==> config.mk <==
export PLATFORM = sky130hd
export DESIGN_NAME = max_norm_state_select
export DESIGN_NICKNAME = d
export VERILOG_FILES = /design/src/sv/mnss_pkg.sv /design/src/sv/mnss_queue.sv /design/src/sv/mnss_front.sv /design/src/sv/mnss_back.sv /design/src/sv/max_norm_state_select.sv
export SDC_FILE = /design/constraint.sdc
export NUM_CORES = 2
export LEC_CHECK = 0
export BUFFER_PORTS_ARGS = -buffer_cell sky130_fd_sc_hd__buf_2
export CORE_UTILIZATION = 45
export CTS_CLUSTER_SIZE = 20
export DETAILED_ROUTE_END_ITERATION = 12
export GPL_ROUTABILITY_DRIVEN = 0
export PLACE_DENSITY = 0.71
export SLEW_MARGIN = 10
export SYNTH_ARGS = -nofsm -noshare
export SYNTH_HDL_FRONTEND = slang
export SYNTH_SLANG_ARGS = --single-unit
==> constraint.sdc <==
create_clock -name clk_i -period 8.08 [get_ports clk_i]
set_input_delay 1.212 -clock clk_i [delete_from_list [all_inputs] [get_ports clk_i]]
set_output_delay 1.212 -clock clk_i [all_outputs]
set_load 0.01 [all_outputs]
==> src/sv/mnss_pkg.sv <==
package mnss_pkg;

  // field widths
  localparam int unsigned SampleW  = 16;
  localparam int unsigned DimsW    = 9;
  localparam int unsigned IndexW   = 16;
  localparam int unsigned ElemW    = 8;
  localparam int unsigned EnergyW  = 40;
  localparam int unsigned RootW    = 20;
  localparam int unsigned ConfW    = 20;
  localparam int unsigned DataW    = 32;
  localparam int unsigned AddrW    = 3;

  // parameter defaults
  localparam int unsigned MaxStatesDefault   = 65536;
  localparam int unsigned MaxDimsDefault     = 256;
  localparam int unsigned SampleWidthDefault = 16;

  // depth of the queue of finished sets between front and back
  localparam int unsigned QueueDepth = 4;

  // register index of the state size register
  localparam logic RegDimsPerState = 1'b0;

  typedef struct packed {
    logic signed [SampleW-1:0] real_part;
    logic signed [SampleW-1:0] imag_part;
    logic                      last_item;
  } in_item_t;

  typedef struct packed {
    logic [IndexW-1:0] top_state;
    logic [ConfW-1:0]  confidence;
  } out_item_t;

  // one finished set, handed from front to back
  typedef struct packed {
    logic [IndexW-1:0]  best_index;
    logic [EnergyW-1:0] best_energy;
    logic [DimsW-1:0]   dims;
  } job_t;

  typedef enum logic [1:0] {
    BackIdle,
    BackRoot,
    BackDivide,
    BackHold
  } back_state_e;

endpackage

==> src/sv/mnss_queue.sv <==
module mnss_queue (
  input  logic                clk_i,
  input  logic                rst_ni,
  input  logic                push_i,
  input  mnss_pkg::job_t      job_i,
  input  logic                pop_i,
  output mnss_pkg::job_t      job_o,
  output logic                empty_o,
  output logic [$clog2(mnss_pkg::QueueDepth+1)-1:0] level_o
);
  import mnss_pkg::*;

  localparam int unsigned PtrW = $clog2(QueueDepth);
  localparam int unsigned LvlW = $clog2(QueueDepth + 1);

  job_t            entry_q [QueueDepth];
  logic [PtrW-1:0] wr_ptr_q, wr_ptr_d;
  logic [PtrW-1:0] rd_ptr_q, rd_ptr_d;
  logic [LvlW-1:0] level_q, level_d;
  logic            do_pop;

  assign do_pop  = pop_i && (level_q != '0);
  assign empty_o = (level_q == '0);
  assign level_o = level_q;
  assign job_o   = entry_q[rd_ptr_q];

  // pointer and fill level
  always_comb begin
    wr_ptr_d = wr_ptr_q;
    rd_ptr_d = rd_ptr_q;
    level_d  = level_q;
    if (push_i) begin
      wr_ptr_d = (wr_ptr_q == PtrW'(QueueDepth - 1)) ? '0 : wr_ptr_q + 1'b1;
    end
    if (do_pop) begin
      rd_ptr_d = (rd_ptr_q == PtrW'(QueueDepth - 1)) ? '0 : rd_ptr_q + 1'b1;
    end
    if (push_i && !do_pop) begin
      level_d = level_q + 1'b1;
    end else if (!push_i && do_pop) begin
      level_d = level_q - 1'b1;
    end
  end

  always_ff @(posedge clk_i or negedge rst_ni) begin
    if (!rst_ni) begin
      wr_ptr_q <= '0;
      rd_ptr_q <= '0;
      level_q  <= '0;
    end else begin
      wr_ptr_q <= wr_ptr_d;
      rd_ptr_q <= rd_ptr_d;
      level_q  <= level_d;
    end
  end

  // storage
  always_ff @(posedge clk_i) begin
    if (push_i) begin
      entry_q[wr_ptr_q] <= job_i;
    end
  end

endmodule

==> src/sv/mnss_front.sv <==
module mnss_front #(
  parameter int unsigned MAX_STATES   = mnss_pkg::MaxStatesDefault,
  parameter int unsigned MAX_DIMS     = mnss_pkg::MaxDimsDefault,
  parameter int unsigned SAMPLE_WIDTH = mnss_pkg::SampleWidthDefault
) (
  input  logic                          clk_i,
  input  logic                          rst_ni,
  input  logic                          in_valid_i,
  output logic                          in_stall_o,
  input  mnss_pkg::in_item_t            in_data_i,
  input  logic [mnss_pkg::DimsW-1:0]    state_dims_i,
  input  logic [$clog2(mnss_pkg::QueueDepth+1)-1:0] level_i,
  output logic                          push_o,
  output mnss_pkg::job_t                job_o
);
  import mnss_pkg::*;

  localparam int unsigned SqW  = 2 * SAMPLE_WIDTH;
  localparam int unsigned LvlW = $clog2(QueueDepth + 1);
  localparam logic [IndexW-1:0] LastState = IndexW'(MAX_STATES - 1);
  localparam logic [DimsW-1:0]  DimsCap   = DimsW'(MAX_DIMS);

  logic signed [SAMPLE_WIDTH-1:0] re, im;
  logic signed [SqW-1:0]          re_w, im_w;
  logic        [SqW-1:0]          sq_re_q, sq_im_q;
  logic                           valid_q, last_q;
  logic                           accept;

  logic [EnergyW-1:0] state_energy_q, state_energy_d;
  logic [EnergyW-1:0] best_energy_q, best_energy_d;
  logic [IndexW-1:0]  best_index_q, best_index_d;
  logic [IndexW-1:0]  state_number_q, state_number_d;
  logic [ElemW-1:0]   element_number_q, element_number_d;

  logic [EnergyW-1:0] sum_energy;
  logic [DimsW-1:0]   count;
  logic [DimsW-1:0]   eff_dims;
  logic               close_state;
  logic               pending_push;

  // only the low sample bits count, as two's complement
  assign re   = in_data_i.real_part[SAMPLE_WIDTH-1:0];
  assign im   = in_data_i.imag_part[SAMPLE_WIDTH-1:0];
  assign re_w = SqW'(re);
  assign im_w = SqW'(im);

  // hold off while a set closing in flight might not find queue room
  assign pending_push = valid_q && last_q;
  assign in_stall_o   = ((LvlW+1)'(level_i) + (LvlW+1)'(pending_push))
                        >= (LvlW+1)'(QueueDepth);
  assign accept       = in_valid_i && !in_stall_o;

  // squaring stage
  always_ff @(posedge clk_i or negedge rst_ni) begin
    if (!rst_ni) begin
      valid_q <= 1'b0;
    end else begin
      valid_q <= accept;
    end
  end

  always_ff @(posedge clk_i) begin
    if (accept) begin
      sq_re_q <= unsigned'(re_w * re_w);
      sq_im_q <= unsigned'(im_w * im_w);
      last_q  <= in_data_i.last_item;
    end
  end

  // clamp the group size
  always_comb begin
    if (state_dims_i == '0) begin
      eff_dims = DimsW'(1);
    end else if (state_dims_i > DimsCap) begin
      eff_dims = DimsCap;
    end else begin
      eff_dims = state_dims_i;
    end
  end

  // accumulate, close states, track the best one
  always_comb begin
    sum_energy       = state_energy_q + EnergyW'(sq_re_q) + EnergyW'(sq_im_q);
    count            = DimsW'(element_number_q) + DimsW'(1);
    close_state      = (count >= eff_dims) || last_q;
    state_energy_d   = state_energy_q;
    best_energy_d    = best_energy_q;
    best_index_d     = best_index_q;
    state_number_d   = state_number_q;
    element_number_d = element_number_q;
    push_o           = 1'b0;
    job_o            = '0;
    if (valid_q) begin
      if (close_state) begin
        if (sum_energy > best_energy_q) begin
          best_energy_d = sum_energy;
          best_index_d  = state_number_q;
        end
        state_number_d   = (state_number_q >= LastState) ? '0 : state_number_q + 1'b1;
        state_energy_d   = '0;
        element_number_d = '0;
      end else begin
        state_energy_d   = sum_energy;
        element_number_d = count[ElemW-1:0];
      end
      if (last_q) begin
        push_o           = 1'b1;
        job_o.best_index  = best_index_d;
        job_o.best_energy = best_energy_d;
        job_o.dims        = eff_dims;
        state_energy_d   = '0;
        best_energy_d    = '0;
        best_index_d     = '0;
        state_number_d   = '0;
        element_number_d = '0;
      end
    end
  end

  always_ff @(posedge clk_i or negedge rst_ni) begin
    if (!rst_ni) begin
      state_energy_q   <= '0;
      best_energy_q    <= '0;
      best_index_q     <= '0;
      state_number_q   <= '0;
      element_number_q <= '0;
    end else begin
      state_energy_q   <= state_energy_d;
      best_energy_q    <= best_energy_d;
      best_index_q     <= best_index_d;
      state_number_q   <= state_number_d;
      element_number_q <= element_number_d;
    end
  end

endmodule

==> src/sv/mnss_back.sv <==
module mnss_back (
  input  logic                clk_i,
  input  logic                rst_ni,
  input  mnss_pkg::job_t      job_i,
  input  logic                empty_i,
  output logic                pop_o,
  output logic                out_valid_o,
  input  logic                out_stall_i,
  output mnss_pkg::out_item_t out_data_o
);
  import mnss_pkg::*;

  localparam int unsigned RemW = RootW + 3;
  localparam int unsigned CntW = $clog2(RootW > ConfW ? RootW : ConfW);

  back_state_e state_q, state_d;

  logic [EnergyW-1:0] x_q, x_d;
  logic [RemW-1:0]    rem_q, rem_d;
  logic [RootW-1:0]   root_q, root_d;
  logic [ConfW-1:0]   quo_q, quo_d;
  logic [DimsW-1:0]   part_q, part_d;
  logic [DimsW-1:0]   dims_q, dims_d;
  logic [IndexW-1:0]  index_q, index_d;
  logic [CntW-1:0]    cnt_q, cnt_d;

  logic               out_valid_q, out_valid_d;
  out_item_t          out_q, out_d;

  logic [RemW-1:0]    rem_sh, trial;
  logic [DimsW:0]     part_sh;

  assign out_valid_o = out_valid_q;
  assign out_data_o  = out_q;

  // sequencer: square root two bits a step, then divide one bit a step
  always_comb begin
    state_d     = state_q;
    x_d         = x_q;
    rem_d       = rem_q;
    root_d      = root_q;
    quo_d       = quo_q;
    part_d      = part_q;
    dims_d      = dims_q;
    index_d     = index_q;
    cnt_d       = cnt_q;
    pop_o       = 1'b0;
    out_d       = out_q;
    out_valid_d = out_valid_q && out_stall_i;

    rem_sh  = {rem_q[RemW-3:0], x_q[EnergyW-1 -: 2]};
    trial   = RemW'({root_q, 2'b01});
    part_sh = {part_q, quo_q[ConfW-1]};

    unique case (state_q)
      BackIdle: begin
        if (!empty_i) begin
          pop_o   = 1'b1;
          x_d     = job_i.best_energy;
          index_d = job_i.best_index;
          dims_d  = job_i.dims;
          rem_d   = '0;
          root_d  = '0;
          cnt_d   = CntW'(RootW - 1);
          state_d = BackRoot;
        end
      end
      BackRoot: begin
        x_d = x_q << 2;
        if (rem_sh >= trial) begin
          rem_d  = rem_sh - trial;
          root_d = {root_q[RootW-2:0], 1'b1};
        end else begin
          rem_d  = rem_sh;
          root_d = {root_q[RootW-2:0], 1'b0};
        end
        cnt_d = cnt_q - 1'b1;
        if (cnt_q == '0) begin
          quo_d   = ConfW'(root_d);
          part_d  = '0;
          cnt_d   = CntW'(ConfW - 1);
          state_d = BackDivide;
        end
      end
      BackDivide: begin
        if (part_sh >= (DimsW+1)'(dims_q)) begin
          part_d = DimsW'(part_sh - (DimsW+1)'(dims_q));
          quo_d  = {quo_q[ConfW-2:0], 1'b1};
        end else begin
          part_d = part_sh[DimsW-1:0];
          quo_d  = {quo_q[ConfW-2:0], 1'b0};
        end
        cnt_d = cnt_q - 1'b1;
        if (cnt_q == '0) begin
          state_d = BackHold;
        end
      end
      BackHold: begin
        if (!out_valid_q || !out_stall_i) begin
          out_valid_d      = 1'b1;
          out_d.top_state  = index_q;
          out_d.confidence = quo_q;
          state_d          = BackIdle;
        end
      end
      default: state_d = BackIdle;
    endcase
  end

  always_ff @(posedge clk_i or negedge rst_ni) begin
    if (!rst_ni) begin
      state_q     <= BackIdle;
      out_valid_q <= 1'b0;
      cnt_q       <= '0;
    end else begin
      state_q     <= state_d;
      out_valid_q <= out_valid_d;
      cnt_q       <= cnt_d;
    end
  end

  // datapath registers
  always_ff @(posedge clk_i) begin
    x_q     <= x_d;
    rem_q   <= rem_d;
    root_q  <= root_d;
    quo_q   <= quo_d;
    part_q  <= part_d;
    dims_q  <= dims_d;
    index_q <= index_d;
    out_q   <= out_d;
  end

endmodule

==> src/sv/max_norm_state_select.sv <==
// channel   | direction | handshake                 | payload
// in        | input     | in_valid_i / in_stall_o   | in_data_i  (real, imag, last flag)
// out       | output    | out_valid_o / out_stall_i | out_data_o (top state, confidence)
// config    | input     | psel/penable/pwrite/pready | paddr, pwdata, prdata
//
// Samples enter one per cycle unless the input stalls; each set closes in the front
// after a squaring stage. A closed set waits in a four-deep queue; the back pops it,
// runs the square root, then the division, and loads the output register, and takes
// the next set only once it is through with the last. Reset clears the set state, the
// queue, the sequencer and sets the state size to 1. The input stalls only when the
// queue could fill; a stalled output only blocks the back.
module max_norm_state_select #(
  parameter int unsigned MAX_STATES   = mnss_pkg::MaxStatesDefault,
  parameter int unsigned MAX_DIMS     = mnss_pkg::MaxDimsDefault,
  parameter int unsigned SAMPLE_WIDTH = mnss_pkg::SampleWidthDefault
) (
  input  logic                          clk_i,
  input  logic                          rst_ni,
  input  logic                          in_valid_i,
  output logic                          in_stall_o,
  input  mnss_pkg::in_item_t            in_data_i,
  output logic                          out_valid_o,
  input  logic                          out_stall_i,
  output mnss_pkg::out_item_t           out_data_o,
  input  logic                          psel,
  input  logic                          penable,
  input  logic                          pwrite,
  input  logic [mnss_pkg::AddrW-1:0]    paddr,
  input  logic [mnss_pkg::DataW-1:0]    pwdata,
  output logic [mnss_pkg::DataW-1:0]    prdata,
  output logic                          pready
);
  import mnss_pkg::*;

  logic [DimsW-1:0] dims_q;
  logic             cfg_write;
  logic             push, pop, empty;
  job_t             push_job, head_job;
  logic [$clog2(QueueDepth+1)-1:0] level;

  // configuration register
  assign pready    = 1'b1;
  assign cfg_write = psel && penable && pwrite && (paddr[2] == RegDimsPerState);
  assign prdata    = (paddr[2] == RegDimsPerState) ? DataW'(dims_q) : '0;

  always_ff @(posedge clk_i or negedge rst_ni) begin
    if (!rst_ni) begin
      dims_q <= DimsW'(1);
    end else if (cfg_write) begin
      dims_q <= pwdata[DimsW-1:0];
    end
  end

  mnss_front #(
    .MAX_STATES  (MAX_STATES),
    .MAX_DIMS    (MAX_DIMS),
    .SAMPLE_WIDTH(SAMPLE_WIDTH)
  ) u_front (
    .clk_i           (clk_i),
    .rst_ni          (rst_ni),
    .in_valid_i      (in_valid_i),
    .in_stall_o      (in_stall_o),
    .in_data_i       (in_data_i),
    .state_dims_i    (dims_q),
    .level_i         (level),
    .push_o          (push),
    .job_o           (push_job)
  );

  mnss_queue u_queue (
    .clk_i  (clk_i),
    .rst_ni (rst_ni),
    .push_i (push),
    .job_i  (push_job),
    .pop_i  (pop),
    .job_o  (head_job),
    .empty_o(empty),
    .level_o(level)
  );

  mnss_back u_back (
    .clk_i      (clk_i),
    .rst_ni     (rst_ni),
    .job_i      (head_job),
    .empty_i    (empty),
    .pop_o      (pop),
    .out_valid_o(out_valid_o),
    .out_stall_i(out_stall_i),
    .out_data_o (out_data_o)
  );

endmodule

# [After elaboration in Yosys (flattened, before gate mapping)]
# Memory sizes are Yosys's and may differ from the RTL's.
# Cells that the tools add are included.
[classes] n_addsub=12 mul=2 magnitude_cmp=7 eq_ne=9 muxes=52 n_bitwise=2 n_reduce_logical=33
[ops] operator="2-to-1 mux 40 bit" n=6
[ops] operator="2-to-1 mux 65 bit" n=2
[ops] operator="2-to-1 mux 16 bit" n=6
[ops] operator="adder 40 x 32 -> 40 bit" n=2
[ops] operator="one-hot mux 20 bit (2 select lines)" n=2
[ops] operator="one-hot mux 40 bit (2 select lines)" n=1
[ops] operator="multiplier 16 x 16 -> 32 bit" n=2
[ops] operator="2-to-1 mux 9 bit" n=5
[ops] operator="2-to-1 mux 21 bit" n=2
[ops] operator="one-hot mux 21 bit (2 select lines)" n=1
[ops] operator="> comparator 40 bit" n=1
[ops] operator="2-to-1 mux 20 bit" n=2
[ops] operator=">= comparator 23 x 22 -> 1 bit" n=1
[ops] operator="subtractor 21 bit" n=1
[ops] operator="one-hot mux 9 bit (2 select lines)" n=1
[ops] operator="adder 16 x 1 -> 16 bit (second input constant)" n=1
[ops] operator=">= comparator 16 bit (second input constant)" n=1
[ops] operator="2-to-1 mux 8 bit" n=2
[ops] operator="one-hot mux 5 bit (3 select lines)" n=1
[ops] operator="2-to-1 mux 2 bit" n=6
[ops] operator="AND reduction 2 bit" n=6
[ops] operator=">= comparator 10 x 9 -> 1 bit" n=1
[ops] operator="2-to-1 mux 1 bit" n=10
[ops] operator="2-to-1 mux 5 bit" n=2
[ops] operator="27 further kinds" n=52
[word_totals] regBits=381 mem_bits_rw=260 out_inout_bits=71 elab_cells=143 memories=1
[mem_list] memory="u_queue.entry_q" words=4 word_bits=65 rd=1 rd_clocked_by_memory_dff=0 wr=1 line="mnss_queue.sv:16" rtl="job_t entry_q [QueueDepth];"

# [Depth between registers and ports, before layout]
[logic_depth] word_depth=8 ltp_mapped=26 ltp_nobuf=24

# [Modules after synthesis]
# Synthesis repeated with hierarchy kept, for this count alone.
[hier_totals] cells_unflattened=4269 area_unflattened_um2=48721.7
[modules_own_cells] mod="mnss_front" instances=1 cells_per_inst=3144 area_each_um2=29579.6 seq_area_each_um2=4919.7
[modules_own_cells] mod="mnss_queue" instances=1 cells_per_inst=376 area_each_um2=9823.2 seq_area_each_um2=7982.7
[modules_own_cells] mod="mnss_back" instances=1 cells_per_inst=695 area_each_um2=8700.8 seq_area_each_um2=5335.1
[modules_own_cells] mod="max_norm_state_select" instances=1 cells_per_inst=54 area_each_um2=618.1 seq_area_each_um2=226.5

# [Least setup slack after synthesis]
# OpenSTA, ideal clock, no wires.
[synth_timing] kind="input to register" start="input port in_data_i[9] in the netlist's numbering" end="register u_front.sq_im_q[31], data pin" setup_ns=0.260 arrival_ns=7.094 t_required_ns=7.820 setup_slack_ns=0.725 cell_stages=23 cell_sequence="clkbuf_1 > nand2_1 > fa_1 > fa_1 > inv_1 > fa_1 > inv_1 > fa_1 > inv_1 > fa_1 > inv_1 > fa_1 > inv_1 > ha_1 > and3_2 > a221o_1 > a21oi_2 > nor4_1 > a211o_1 > o41a_1 > a211o_2 > o31ai_4 > xnor2_1"
[synth_between] elab_chain_len=1
[synth_lines] item="start, declared" line="max_norm_state_select.sv:21" rtl="input mnss_pkg::in_item_t in_data_i,"
[synth_lines] item="multiplier 16 x 16 -> 32 bit" line="mnss_front.sv:65" rtl="sq_im_q <= unsigned'(im_w * im_w);"
[synth_lines] item="end signal, assigned" line="mnss_front.sv:65"
[synth_lines] item="end, declared" line="mnss_front.sv:25" rtl="logic [SqW-1:0] sq_re_q, sq_im_q;"
# No other way between the ends.
# A chain may end at the register's enable or synchronous reset.

# [Final worst setup path]
[layout_timing] start="input port in_data_i[4] in the netlist's numbering" end="register u_front.sq_im_q[31], data pin"
# The elaborated chain is that of the path after synthesis.

==> results.sh <==
export IMPL_crit_type="primary input to flip-flop"
export IMPL_startpoint_type="primary input"
export IMPL_synth_top_area_frac=0.3070
export IMPL_pre_cts_ws_ns=0.3105
export IMPL_numCtsBuffers=68
export IMPL_vias_per_cell=5.251
export IMPL_endpoint_kind="flip-flop"
export IMPL_vias=30510
export IMPL_grt_max_degree=78
export IMPL_required_ns=8.42
export IMPL_dieArea_um2=108700
export IMPL_n_antenna_cell=0
export IMPL_crit_start="in_data_i[4]"
export IMPL_rsz0062_at_grt="no"
export IMPL_cts_tree="done"
export IMPL_wire_per_inst_um=17.02
export IMPL_core_area_um2=105900
export IMPL_post_cts_resized=0
export IMPL_worstHoldStart="u_back.index_q[2]"
export IMPL_setup_ws_ns=0.9302
export IMPL_ant_nets=0
export IMPL_syn_instance_count=4296
export IMPL_drcViolationCount=0
export IMPL_clkSinkCount=639
export IMPL_syn_avg_cell_area_um2=11.25
export IMPL_synth_area_leaders="edfxtp_1 (31%), fa_1 (21%), ha_1 (7.6%)"
export IMPL_synth_ff_type="edfxtp_1"
export IMPL_die_height_um=329.7
export IMPL_port_buffers=96
export IMPL_drt_total_wl_mm=98.91
export IMPL_postCtsSetupBuffers=0
export IMPL_drt_pass1_iterations=7
export IMPL_ctsHoldBuffers=0
export IMPL_start_util=0.4564
export IMPL_synth_edf_count=494
export IMPL_tightest_slew_ns=1.065
export IMPL_cp_common_cell="fa_1"
export IMPL_ys_types=81
export IMPL_setup_violations=0
export IMPL_htreeDepth=3
export IMPL_clockBufferDepth=3
export IMPL_ys_seq_area_frac=0.3821
export IMPL_grt_pass1_wl_mm=163.6
export IMPL_grt_pass1_vias=31790
export IMPL_finClkSkew_ns=0.03355
export IMPL_antenna_found_initial=0
export IMPL_critPathMaxStageDelay_ns=0.54
export IMPL_hold_viol_final=0
export IMPL_grt_overflow_total=0
export IMPL_setup_tns_ns=0
export IMPL_slowest_stage="fa_1"
export IMPL_outcome="complete, no violations"
export IMPL_synth_warnings=0
export IMPL_hold_path_class="flip-flop to flip-flop"
export IMPL_worst_endpoint_arrival_ns=7.49
export IMPL_crit_family="adder cells"
export IMPL_synth_top_area_cell="edfxtp_1"
export IMPL_clock_latency_ns=0.61
export IMPL_path_clk_slew_ns=0.06
export IMPL_final_nets=5249
export IMPL_layout_drive_gt1_share=0.08011
export IMPL_min_period_ns=7.150
export IMPL_crit_chain="buf_2 -> nand2_1 -> fa_1 -> fa_1 -> inv_1 -> fa_1 -> inv_1 -> fa_1 -> inv_1 -> fa_1 -> inv_1 -> fa_1 -> inv_1 -> ha_1 -> and3_2 -> a221o_1 -> a21oi_2 -> nor4_1 -> a211o_1 -> o41a_1 -> a211o_2 -> o31ai_4 -> xnor2_1"
export IMPL_synth_area_um2=48320
export IMPL_slew_headroom=0.2892
export IMPL_async_flop_share=0.2269
export IMPL_synthTopCellsByCount="inv_1 (789), fa_1 (514), edfxtp_1 (494)"
export IMPL_top_level_ports=146
export IMPL_r2r_setup_slack_ns=1.17
export IMPL_holdWs_ns=0.4144
export IMPL_worst_path_buf_inv=6
export IMPL_track_usage=0.1874
export IMPL_fmax_mhz=139.9
export IMPL_yosys_cell_count_top_type="inv_1"
export IMPL_first_iter_violations=1897
export IMPL_drv_slew=0
export IMPL_clockRootBuffer="clkbuf_16"
export IMPL_die_x_um=329.7
export IMPL_dp_hpwl_mm=72.57
export IMPL_cp_max_fo=15
export IMPL_rows=119
export IMPL_cap_violations=0
export IMPL_finalCritPeriodShare=0.8849
export IMPL_area_growth_pct=8.628
export IMPL_yosys_register_bits=639
export IMPL_r2r_start="u_front.sq_im_q[3]"
==> sequential cells by signal, summed over array words and instances (netlist names), 16 cells and up <==
name,flops
u_front.best_energy_q,40
u_back.quo_q,20
u_queue.entry_q,260
u_back.root_q,20
u_front.state_number_q,16
u_front.state_energy_q,40
u_back.index_q,16
u_back.x_q,40
u_front.best_index_q,16
u_front.sq_im_q,31
u_front.sq_re_q,31
u_back.out_data_o,36
u_back.rem_q,21
==> layer usage <==
metal	global-route usage	wire (um)	vias to the layer above
met2	0.3258	49720	612
met1	0.2464	42580	15430
met3	0.02042	3948	128
met4	0.05717	2660	0
met5	0	0	-
li1	-	-	14340
==> cells in the final DEF, fill, tap and decap left out, types with 15 or more instances in the layout <==
master,count
a211oi_1,26
a21o_1,69
a21oi_1,110
a22o_1,41
a31oi_1,16
and2_1,102
and3_1,41
buf_2,95
buf_4,43
clkbuf_1,19
clkbuf_16,70
conb_1,26
dfrtp_1,141
edfxtp_1,494
fa_1,514
ha_1,294
inv_1,789
mux2_2,16
mux2i_1,60
mux4_2,65
nand2_1,425
nand2b_1,41
nand3_1,51
nand4_1,23
nor2_1,232
nor2b_1,31
nor3_1,31
o21a_1,22
o21ai_0,125
o21bai_1,17
o221ai_1,20
o2bb2ai_1,28
or3_1,15
xnor2_1,108
xor2_1,33
==> path summary, 6_finish.rpt <==
check / end / cells after the start
worst max-delay path: u_front.sq_im_q[31] / 23
worst min-delay path: u_back.out_data_o[22] / 0
worst max register to register: u_queue.entry_q[0][64] / 23
worst min register to register: u_back.out_data_o[22] / 0
max in group asynchronous: u_queue.rd_ptr_q[0] / 2
min in group asynchronous: dims_q[8] / 1
==> through the flow <==
step,instance area (um^2),util,cells
2_1_floorplan,48410,-,4320
3_3_place_gp,50310,0.4752,5687
3_5_place_dp,50310,0.4752,5687
4_1_cts,52490,0.4958,5810
5_1_grt,52490,0.4958,5810
6_report,52490,0.4958,5810
==> cells by family (layout without fill, tap and decap cells) <==
logic type                 after synthesis  after routing  synth area share
and+or+nand+nor                       1036           1036           0.09895
buffers and inverters                  956           1055           0.07670
adders and majority gates              808            808            0.2891
DFF                                    639            639            0.3821
AOI/OAI and AO/OA                      573            573           0.08093
xor gates and xnor gates               141            141           0.02556
muxes                                  141            141           0.04646
other                                    2             26         0.0001554
==> layout make-up <==
cell class,count,area (um^2)
clock buffers,91,1851
clock inverters,32,326.6
fillers,9271,53380
inverters,792,2973
multi-input cells,2725,26300
flip-flops and latches,639,18470
well taps,1391,1740
repair buffers,140,829.5
Power is left out: the tool's default activity adds up to more than one toggle a clock period on the data nets, which glitch-free logic cannot reach.
